<file path="src/design/mdm_pkg.sv">
// Shared types, constants and helpers of the mecanum drive mixer.
package mdm_pkg;

    localparam int VW     = 20;   // working width of signed axis and mix values
    localparam int NW     = 47;   // divider numerator width
    localparam int DW     = 31;   // divider denominator width
    localparam int PW     = 64;   // multiplier product width
    localparam int CXW    = 27;   // CORDIC vector width
    localparam int STEP_W = 5;    // CORDIC step index width
    localparam int CFG_IW = 3;
    localparam int CFG_DW = 15;
    localparam int OUT_W  = 13;

    localparam logic [CFG_IW-1:0] REG_XY_DB     = 3'd0;
    localparam logic [CFG_IW-1:0] REG_XY_MIN    = 3'd1;
    localparam logic [CFG_IW-1:0] REG_TW_DB     = 3'd2;
    localparam logic [CFG_IW-1:0] REG_TW_MIN    = 3'd3;
    localparam logic [CFG_IW-1:0] REG_ROT_GAIN  = 3'd4;
    localparam logic [CFG_IW-1:0] REG_RAMP_W    = 3'd5;
    localparam logic [CFG_IW-1:0] REG_OUT_SCALE = 3'd6;

    localparam logic [29:0] CORDIC_K  = 30'd652032874;
    localparam logic [15:0] INV_SQRT2 = 16'd23170;
    localparam logic [16:0] ONE_Q15   = 17'd32768;
    localparam logic [12:0] WHEEL_MAX = 13'd4095;

    typedef enum logic [28:0] {
        ST_IDLE    = 29'd1,
        ST_DB_T    = 29'd1 << 1,
        ST_DB_SQ   = 29'd1 << 2,
        ST_DB_NUM  = 29'd1 << 3,
        ST_DB_DEN  = 29'd1 << 4,
        ST_DB_DIV  = 29'd1 << 5,
        ST_DB_WAIT = 29'd1 << 6,
        ST_CO_INIT = 29'd1 << 7,
        ST_CO_STEP = 29'd1 << 8,
        ST_CO_GAIN = 29'd1 << 9,
        ST_CO_R    = 29'd1 << 10,
        ST_S_DIV   = 29'd1 << 11,
        ST_S_WAIT  = 29'd1 << 12,
        ST_C_DIV   = 29'd1 << 13,
        ST_C_WAIT  = 29'd1 << 14,
        ST_DA_MUL  = 29'd1 << 15,
        ST_DB2_MUL = 29'd1 << 16,
        ST_ROT_MUL = 29'd1 << 17,
        ST_DEN     = 29'd1 << 18,
        ST_PA_MUL  = 29'd1 << 19,
        ST_PB_MUL  = 29'd1 << 20,
        ST_TERM    = 29'd1 << 21,
        ST_W_MUL   = 29'd1 << 22,
        ST_W_DIV   = 29'd1 << 23,
        ST_W_WAIT  = 29'd1 << 24,
        ST_R_MUL1  = 29'd1 << 25,
        ST_R_MUL2  = 29'd1 << 26,
        ST_R_OUT   = 29'd1 << 27,
        ST_DONE    = 29'd1 << 28
    } t_state;

    typedef struct packed {
        t_state              state;
        logic                load;
        logic                publish;
        logic [1:0]          axis;
        logic [1:0]          wheel;
        logic [STEP_W-1:0]   step;
    } t_cmd;

    typedef struct packed {
        logic div_done;
        logic out_free;
    } t_status;

    // Divide by 2^15, rounding halves away from zero.
    function automatic logic signed [PW-1:0] rnd_q15(input logic signed [PW-1:0] v);
        logic [PW-1:0] mag;
        logic [PW-1:0] q;
        mag = v[PW-1] ? PW'(-v) : PW'(v);
        q   = (mag + PW'(16384)) >> 15;
        return v[PW-1] ? -$signed(q) : $signed(q);
    endfunction

endpackage

</file>
<file path="src/design/mdm_ctrl.sv">
// Sequencer that steps the datapath through one sample.
module mdm_ctrl
    import mdm_pkg::*;
#(
    parameter int CORDIC_STEPS = 16
) (
    input  logic    i_clk,
    input  logic    i_rst_n,
    input  logic    i_in_valid,
    output logic    o_in_ready,
    input  t_status i_status,
    output t_cmd    o_cmd
);

    t_state            r_state, n_state;
    logic [1:0]        r_axis, n_axis;
    logic [1:0]        r_wheel, n_wheel;
    logic [STEP_W-1:0] r_step, n_step;

    always_comb begin
        n_state = r_state;
        n_axis  = r_axis;
        n_wheel = r_wheel;
        n_step  = r_step;
        case (r_state)
            ST_IDLE:    if (i_in_valid) begin
                n_state = ST_DB_T;
                n_axis  = 2'd0;
            end
            ST_DB_T:    n_state = ST_DB_SQ;
            ST_DB_SQ:   n_state = ST_DB_NUM;
            ST_DB_NUM:  n_state = ST_DB_DEN;
            ST_DB_DEN:  n_state = ST_DB_DIV;
            ST_DB_DIV:  n_state = ST_DB_WAIT;
            ST_DB_WAIT: if (i_status.div_done) begin
                if (r_axis == 2'd2) begin
                    n_state = ST_CO_INIT;
                end else begin
                    n_axis  = r_axis + 2'd1;
                    n_state = ST_DB_T;
                end
            end
            ST_CO_INIT: begin
                n_step  = '0;
                n_state = ST_CO_STEP;
            end
            ST_CO_STEP: begin
                if (r_step == STEP_W'(CORDIC_STEPS - 1)) begin
                    n_state = ST_CO_GAIN;
                end else begin
                    n_step = r_step + 1'b1;
                end
            end
            ST_CO_GAIN: n_state = ST_CO_R;
            ST_CO_R:    n_state = ST_S_DIV;
            ST_S_DIV:   n_state = ST_S_WAIT;
            ST_S_WAIT:  if (i_status.div_done) n_state = ST_C_DIV;
            ST_C_DIV:   n_state = ST_C_WAIT;
            ST_C_WAIT:  if (i_status.div_done) n_state = ST_DA_MUL;
            ST_DA_MUL:  n_state = ST_DB2_MUL;
            ST_DB2_MUL: n_state = ST_ROT_MUL;
            ST_ROT_MUL: n_state = ST_DEN;
            ST_DEN:     n_state = ST_PA_MUL;
            ST_PA_MUL:  n_state = ST_PB_MUL;
            ST_PB_MUL:  n_state = ST_TERM;
            ST_TERM: begin
                n_wheel = 2'd0;
                n_state = ST_W_MUL;
            end
            ST_W_MUL:   n_state = ST_W_DIV;
            ST_W_DIV:   n_state = ST_W_WAIT;
            ST_W_WAIT:  if (i_status.div_done) n_state = ST_R_MUL1;
            ST_R_MUL1:  n_state = ST_R_MUL2;
            ST_R_MUL2:  n_state = ST_R_OUT;
            ST_R_OUT: begin
                if (r_wheel == 2'd3) begin
                    n_state = ST_DONE;
                end else begin
                    n_wheel = r_wheel + 2'd1;
                    n_state = ST_W_MUL;
                end
            end
            ST_DONE:    if (i_status.out_free) n_state = ST_IDLE;
            default:    n_state = ST_IDLE;
        endcase
    end

    always_ff @(posedge i_clk) begin
        if (!i_rst_n) begin
            r_state <= ST_IDLE;
            r_axis  <= '0;
            r_wheel <= '0;
            r_step  <= '0;
        end else begin
            r_state <= n_state;
            r_axis  <= n_axis;
            r_wheel <= n_wheel;
            r_step  <= n_step;
        end
    end

    assign o_in_ready    = (r_state == ST_IDLE);
    assign o_cmd.state   = r_state;
    assign o_cmd.load    = (r_state == ST_IDLE) && i_in_valid;
    assign o_cmd.publish = (r_state == ST_DONE) && i_status.out_free;
    assign o_cmd.axis    = r_axis;
    assign o_cmd.wheel   = r_wheel;
    assign o_cmd.step    = r_step;

endmodule

</file>
<file path="config.mk">
export PLATFORM = sky130hd
export DESIGN_NAME = mdm_ctrl
export DESIGN_NICKNAME = d
export VERILOG_FILES = /design/src/design/mdm_pkg.sv /design/src/design/mdm_ctrl.sv
export SDC_FILE = /design/constraint.sdc
export NUM_CORES = 1
export LEC_CHECK = 0
export BUFFER_PORTS_ARGS = -buffer_cell sky130_fd_sc_hd__buf_4
export CORE_ASPECT_RATIO = 1.5
export CORE_MARGIN = 8
export CORE_UTILIZATION = 49
export DETAILED_ROUTE_END_ITERATION = 8
export PLACE_DENSITY = 0.82
export SLEW_MARGIN = 5
export SYNTH_ARGS = -nofsm -noshare
export SYNTH_HDL_FRONTEND = slang
export SYNTH_SLANG_ARGS = --single-unit
export TNS_END_PERCENT = 50
</file>
<file path="constraint.sdc">
create_clock -name i_clk -period 2.2 [get_ports i_clk]
set_input_delay 0.33 -clock i_clk [delete_from_list [all_inputs] [get_ports i_clk]]
set_output_delay 0.33 -clock i_clk [all_outputs]
set_load 0.02 [all_outputs]
</file>
==> summary.txt, run 1 <==
Worst setup path
  • FF-to-FF End: r_state[16]
  • Crit path launch type: flip-flop
  • Worst-case register-to-register setup slack: 30 ps
  • WP data arrival: 1940 ps
  • R2R cell count: 9
  • Worst setup startpoint: r_state[20]
  • Category of the worst setup path capture point: output port
  • Critical path fanouts, max: 5
  • Launching point of the worst reg2reg path: r_step[1]
  • Worst Setup EP: o_cmd[10]
  • Worst Path Class, Setup: reg -> out
  • Worst endpoint required time: around 1900 ps

Status
  • Status: finished, violations left
  • Violated checks: negative setup slack

Routing
  • Via count: 2464
  • Overall routed net length: about 7.4 mm
  • Final routed DRC violation total: 0
  • Post-detailed-route wirelength per cell: 18.9 um
  • Routed vias/inst: 6.29
  • Length of the first detailed-routing pass in iterations: 7
  • Initial DRC count: 169
  • Post-detailed-route count of antenna-violating nets: 0

Timing
  • Setup repair after global routing missed its margin: yes
  • Final number of hold-violating endpoints: 0
  • Highest achievable clock rate: 441 MHz
  • Final number of max-transition violations: 0
  • Worst hold slack: roughly 350 ps
  • Final Worst Setup Slack: -69.8 ps
  • Worst clock skew: 11.3 ps
  • Count of endpoints failing setup in the final report: 2
  • Worst-case headroom to the max-slew limit: 72.2%
  • Minimum clock period after layout: approximately 2300 ps
  • Slew at the pin closest to its max-slew limit: between 400 and 500 ps
  • Final total negative setup slack: -85.2 ps
  • Final worst path period share: 103%

Floorplan
  • Total die area: 6940 um^2
  • Number of core rows: 30
  • Initial core utilization: 49.7%
  • Area inside the core boundary: 4430 um^2
  • Number of top-level pins: 46
  • DIE HEIGHT: about 100 um
  • Die Span X: around 71 um

Clock tree
  • Source-to-sink clock delay at the later pin of the worst-skew pair: 290 ps
  • Hold Buf Count CTS: 0
  • Deepest level of the CTS H-tree: 2
  • Register clock-pin slew on the reported worst setup and hold paths: roughly 80 ps
  • Number of buffers added by the clock tree synthesis step: 5
  • Number of clock sinks: 38
  • Number of buffers on the longest clock path: 2
  • TritonCTS clock tree: built
  • CTS Root Cell: clkbuf_8

Logic synthesis
  • Post-synth EDFFs: 0
  • Number of cells produced by synthesis: 253
  • Prevailing post-synth register cell: dfxtp_1
  • Unique masters post-synth: 53
  • Yosys Warn Count: 0
  • Synth Cell Area: 2200 um^2
  • Average size of a mapped cell: 8.71 um^2
  • Post-Syn Nets: 262
  • FF+latch count, synth: 38
  • FFs w/ async S/R, synth: 0%
  • Seq/Total Area, Yosys: 34.5%

Layout
  • Number of standard cells in the final layout excluding fillers: 392
  • Antenna Cells: 0
  • Layout cell share with drive strength beyond 1: 43.9%
  • Growth of design area from synthesis to finish: 46.8%
  • Final standard cell area without fillers: 3230 um^2
  • Final net count: 352
  • Commonest cells after routing, fill and taps aside: 85 x buf_4, 26 x dfxtp_1, 21 x nor2_1
  • Leading cell type in the layout, fill and taps excluded: buf_4

Place
  • Area of placed instances: 2820 um^2
  • Gpl congestion: between 0.8 and 0.9
  • Pre-CTS setup slack: 2.45 ps
  • # port buffers: 45
  • HPWL after detailed placement: 4.77 mm
  • Number of placed cells counting well taps: 372

GRT
  • Wire length of the first global-routing pass: 10.9 mm
  • Initial antenna violation count: 0
  • All-Layer GR Usage: 19.0%
  • Maximum number of pins on one net before global-route repair: 22
  • Total congestion overflow after global routing: 0
  • Number of global-route vias before repair: ~2300

Power
  • Power density over the cells: 529 nW/um^2
  • Max VDD drop: 531 uV
  • Static power due to leakage: ~1.3 nW

Flow run
  • Maxcap violations: 0

Worst hold path
  • Worst hold path type: in -> reg
[layout make-up]
class / instances / area (um^2)
repair buffers: 89 / 683
fillers: 321 / 1190
flip-flops and latches: 38 / 776
clock inverters: 3 / 40.0
clock buffers: 5 / 68.8
well taps: 48 / 60.1
multi-input cells: 200 / 1570
inverters: 9 / 33.8
[worst min path at each step]
stage | from | to | slack (ps) | depth (start not counted)
after floorplan | i_status[1] | r_axis[1] | 470 | 2
after global placement | r_step[3] | r_step[3] | 470 | 1
after detailed placement | r_wheel[1] | r_wheel[1] | 480 | 2
after CTS | i_status[1] | r_axis[1] | 330 | 3
after global routing | i_in_valid | r_state[0] | 370 | 2
final | i_status[1] | r_axis[1] | 350 | 3
[flip-flops by register name (all words and copies together), names as in the netlist]
signal   cells
r_axis       2
r_state     29
r_step       5
r_wheel      2
[power breakdown]
part	switching [mW]	internal (mW)	total, mW	leakage, nW
registers	0.0123	0.697	0.709	0.312
logic	0.229	0.176	0.406	0.970
clock network	0.261	0.334	0.595	0.0579
total	0.503	1.21	1.71	1.34
[layer usage]
layer  GRT usage [%]  wire, um  vias up
li1                -         -     1145
met1            20.2      2750     1165
met2            33.8      3840      118
met3            3.59       450       36
met4            10.6       353        0
met5               0         0        -
[cell usage after synthesis, types with 2 or more instances]
cell       n  area (um^2)
a21boi_0   3         22.5
a21oi_1    4         20.0
and2_1     4         25.0
and3_1     2         12.5
and4_1     3         26.3
and4b_1    2         20.0
buf_2      4         20.0
clkbuf_1   2         7.51
dfxtp_1   38          761
ha_1       4         50.1
inv_1      9         33.8
nand2_1   10         37.5
nand2b_1   7         43.8
nand3_1   13         65.1
nand3b_1   4         30.0
nand4_1   10         62.6
nand4b_1   4         35.0
nor2_1    22         82.6
nor2b_1    2         12.5
nor3_1    15         75.1
nor3b_1    3         22.5
nor4_1    11         68.8
nor4_2     2         25.0
nor4_4     2         42.5
nor4b_1    3         26.3
o21a_1     4         30.0
o21ai_0   22          110
o22ai_1    3         18.8
or4_1      4         30.0
or4b_2     7         70.1
xnor2_1    3         26.3
xor2_1     6         52.6
[what timing repair did]
item                                    CTS  global route
buffers inserted                          2             7
gates cloned                              1             2
pin swaps                                 4            21
endpoints found under the setup margin    8            38
resized for setup                         5            50
[cell families after synthesis]
logic type,after synthesis,share of synthesized area [%]
flops,38,34.5
xor+xnor,9,3.58
simple gates,138,42.1
mux,1,0.454
compound gates,45,13.2
fa+ha+maj,4,2.27
buf+inv,18,3.86
[through the flow]
stage | total power [mW] | util (%)
global placement | 1.03 | 63.6
global route | 1.76 | 73.0
CTS | 1.64 | 67.2
detailed placement | 1.03 | 63.6
floorplan | 0.934 | -
finish | 1.71 | 73.0
[critical path, cell delays in order, from the launching register on]
cell      delay [ps]
dfxtp_2          330
or4_4            550
nor3_4           240
nand4b_4         220
nor2_4           170
buf_6            130
Power figures use the tool's default switching activity.
==> run 2, diff against run 1 <==
--- a/config.mk
+++ b/config.mk
@@ -8,9 +8,9 @@
 export BUFFER_PORTS_ARGS = -buffer_cell sky130_fd_sc_hd__buf_4
 export CORE_ASPECT_RATIO = 1.5
 export CORE_MARGIN = 8
-export CORE_UTILIZATION = 49
+export CORE_UTILIZATION = 54
 export DETAILED_ROUTE_END_ITERATION = 8
-export PLACE_DENSITY = 0.82
+export PLACE_DENSITY = 0.85
 export SLEW_MARGIN = 5
 export SYNTH_ARGS = -nofsm -noshare
 export SYNTH_HDL_FRONTEND = slang
==> constraint.sdc (replaced) <==
create_clock -name i_clk -period 2.5 [get_ports i_clk]
set_input_delay 0.375 -clock i_clk [delete_from_list [all_inputs] [get_ports i_clk]]
set_output_delay 0.375 -clock i_clk [all_outputs]
set_load 0.02 [all_outputs]
==> run 2 against run 1 <==
Effect of this change: critical path type unchanged; clock power down 31%; power down 25%; sequential power down 12%; clock skew down 6.1 ps; via count down 11%; clock-buffer cell count up 1; critical path depth unchanged; the run now ends clean; hold slack better by 54 ps; sequential share of layout area up 4.4 points; non-clock buffer count down 37; routed wire length down 22%.
==> summary.txt, run 2 (synthesis results as in run 1) <==
Place
  • Number of placed cells counting well taps: 341 (-8.3%)
  • # port buffers: 45 (unchanged)
  • Gpl congestion: 0.877 (+0.80%)
  • HPWL after detailed placement: 4.35 mm (-8.8%)
  • Pre-CTS setup slack: 137 ps (+135 ps)

Worst setup path
  • Category of the worst setup path capture point: output port
  • WP data arrival: 2040 ps (+100 ps)
  • Crit path launch type: flip-flop
  • R2R cell count: 6 (-3)
  • Worst endpoint required time: 2120 ps (+250 ps)
  • Critical path fanouts, max: 8 (+3)
  • FF-to-FF End: r_state[26]
  • Worst Path Class, Setup: reg -> out
  • Launching point of the worst reg2reg path: r_state[12]
  • Worst-case register-to-register setup slack: 200 ps (+170 ps)

Layout
  • Commonest cells after routing, fill and taps aside: 52 x buf_4, 38 x dfxtp_1, 22 x nor2_1
  • Leading cell type in the layout, fill and taps excluded: buf_4
  • Layout fillers: 335 (+4.4%)
  • Area taken by flip-flops and latches: 761 um^2 (-1.9%)
  • Final net count: 312 (-11%)
  • Top register by number of flip-flops: r_state
  • Largest registers: r_state x29, r_step x5
  • Number of standard cells in the final layout excluding fillers: 347 (-11%)
  • Number of flip-flops in the largest register: 29 (unchanged)
  • Antenna Cells: 0 (unchanged)
  • Layout cell share with drive strength beyond 1: 25.2% (-19 points)
  • Area used by multi-input combinational logic: 1360 um^2 (-14%)
  • Growth of design area from synthesis to finish: 21.7%

Floorplan
  • DIE HEIGHT: 94.2 um (-4.0%)
  • Initial core utilization: 56.2% (+6.4 points)
  • Area inside the core boundary: 3920 um^2 (-11%)
  • Number of core rows: 28 (-6.7%)
  • Die Span X: 68.2 um (-3.7%)
  • Number of top-level pins: 46 (unchanged)
  • Total die area: 6420 um^2 (-7.5%)

Power
  • Static power due to leakage: 1.08 nW (-19%)
  • Power density over the cells: 479 nW/um^2 (-9.5%)
  • Max VDD drop: 339 uV (-36%)

Clock tree
  • Register clock-pin slew on the reported worst setup and hold paths: 70 ps (about the same)
  • Hold Buf Count CTS: 0 (unchanged)
  • Deepest level of the CTS H-tree: 2 (unchanged)
  • Number of clock sinks: 38 (unchanged)
  • Number of buffers on the longest clock path: 2 (unchanged)
  • Count of buffers added by post-CTS timing repair for setup: 0 (-2)
  • Post_cts resized: 0 (-5)
  • TritonCTS clock tree: built
  • Source-to-sink clock delay at the later pin of the worst-skew pair: 290 ps (about the same)
  • CTS Root Cell: clkbuf_8
  • Number of buffers added by the clock tree synthesis step: 5 (unchanged)

Worst hold path
  • Worst hold path type: in -> reg
  • Launch instance of the worst min-delay path: i_in_valid
  • Min-Delay Path Depth: 2 (-1)
  • Hold Path End: r_state[0]

Timing
  • Final number of max-transition violations: 0 (unchanged)
  • Final number of hold-violating endpoints: 0 (unchanged)
  • Final Worst Setup Slack: 87.2 ps (+157 ps)
  • Worst-case headroom to the max-slew limit: 67.6% (-4.6 points)
  • Final worst path period share: 96.5%
  • Highest achievable clock rate: 414 MHz
  • Count of endpoints failing setup in the final report: 0 (-2)
  • Minimum clock period after layout: ~2400 ps
  • Slew at the pin closest to its max-slew limit: 483 ps (+66.4 ps)
  • Worst clock skew: 5.17 ps (-6.12 ps)
  • Setup repair after global routing missed its margin: yes

GRT
  • Initial antenna violation count: 0 (unchanged)
  • Wire length of the first global-routing pass: 9.99 mm (-8.0%)
  • All-Layer GR Usage: 19.2% (+0.22 points)
  • Maximum number of pins on one net before global-route repair: 23 (+4.5%)
  • Number of global-route vias before repair: 2179 (-6.8%)
  • Total congestion overflow after global routing: 0 (unchanged)

Routing
  • Post-detailed-route count of antenna-violating nets: 0 (unchanged)
  • Routed vias/inst: 6.29 (about the same)
  • Initial DRC count: 146 (-14%)
  • Via count: 2181 (-11%)
  • Length of the first detailed-routing pass in iterations: 4 (-3)
  • Final routed DRC violation total: 0 (unchanged)
  • Post-detailed-route wirelength per cell: 16.5 um (-12%)
  • Overall routed net length: 5.74 mm (-22%)

Status
  • Status: finished clean

Flow run
  • Maxcap violations: 0 (unchanged)
## run 2: cell types whose count changed in the layout (fill, tap and decap cells not counted), sizes merged
cell and change:
clkinv -2, buf -37, bufinv -1, clkbuf +1, or3b -3
## run 2: how the worst max path moves through the flow
stage | cells past startpoint | startpoint | slack [ps] | to
finish | 5 | r_state[20] | 90 | o_cmd[10]
global route | 5 | r_state[20] | -20 | o_cmd[10]
CTS | 5 | r_state[20] | 80 | o_cmd[10]
detailed placement | 8 | r_step[0] | 140 | r_state[26]
global placement | 8 | r_step[0] | 240 | r_state[5]
floorplan | 4 | r_state[17] | 200 | o_cmd[9]
## run 2: layout make-up
class                      instances  area share (%)
clock buffer                       6            3.08
inverter                           9            1.26
multi-input combinational        197            50.6
sequential                        38            28.4
tap                               45            2.10
timing repair buffer              52            14.6
## run 2: power breakdown
part           switching [mW]  internal [mW]  total (mW)
Clock                   0.195          0.212       0.408
Combinational           0.149          0.102       0.252
Sequential             0.0111          0.613       0.624
## run 2: per-layer routing
metal / global-route usage (%) / vias up / wire length [um]
met2: 32.4 / 74 / 2940
met5: 0 / - / 0
met1: 21.6 / 1036 / 2320
met3: 4.78 / 16 / 326
met4: 9.26 / 0 / 158
li1: - / 1055 / -
## run 2: critical path, cell delays in order (launching register included)
cell	delay, ps
dfxtp_1	360
or4_4	600
nor3_4	300
nand4b_4	200
nor2_1	140
buf_4	150
## run 2: per-stage QoR
stage	TNS (ps)	cell area (um^2)	hold slack [ps]	power, mW	util [%]
floorplan	0	2200	518	0.821	-
global placement	0	2600	474	0.884	66.2
detailed placement	0	2600	485	0.885	66.2
CTS	0	2680	404	1.29	68.3
global route	-23.7	2680	419	1.34	68.3
finish	0	2680	406	1.28	68.3
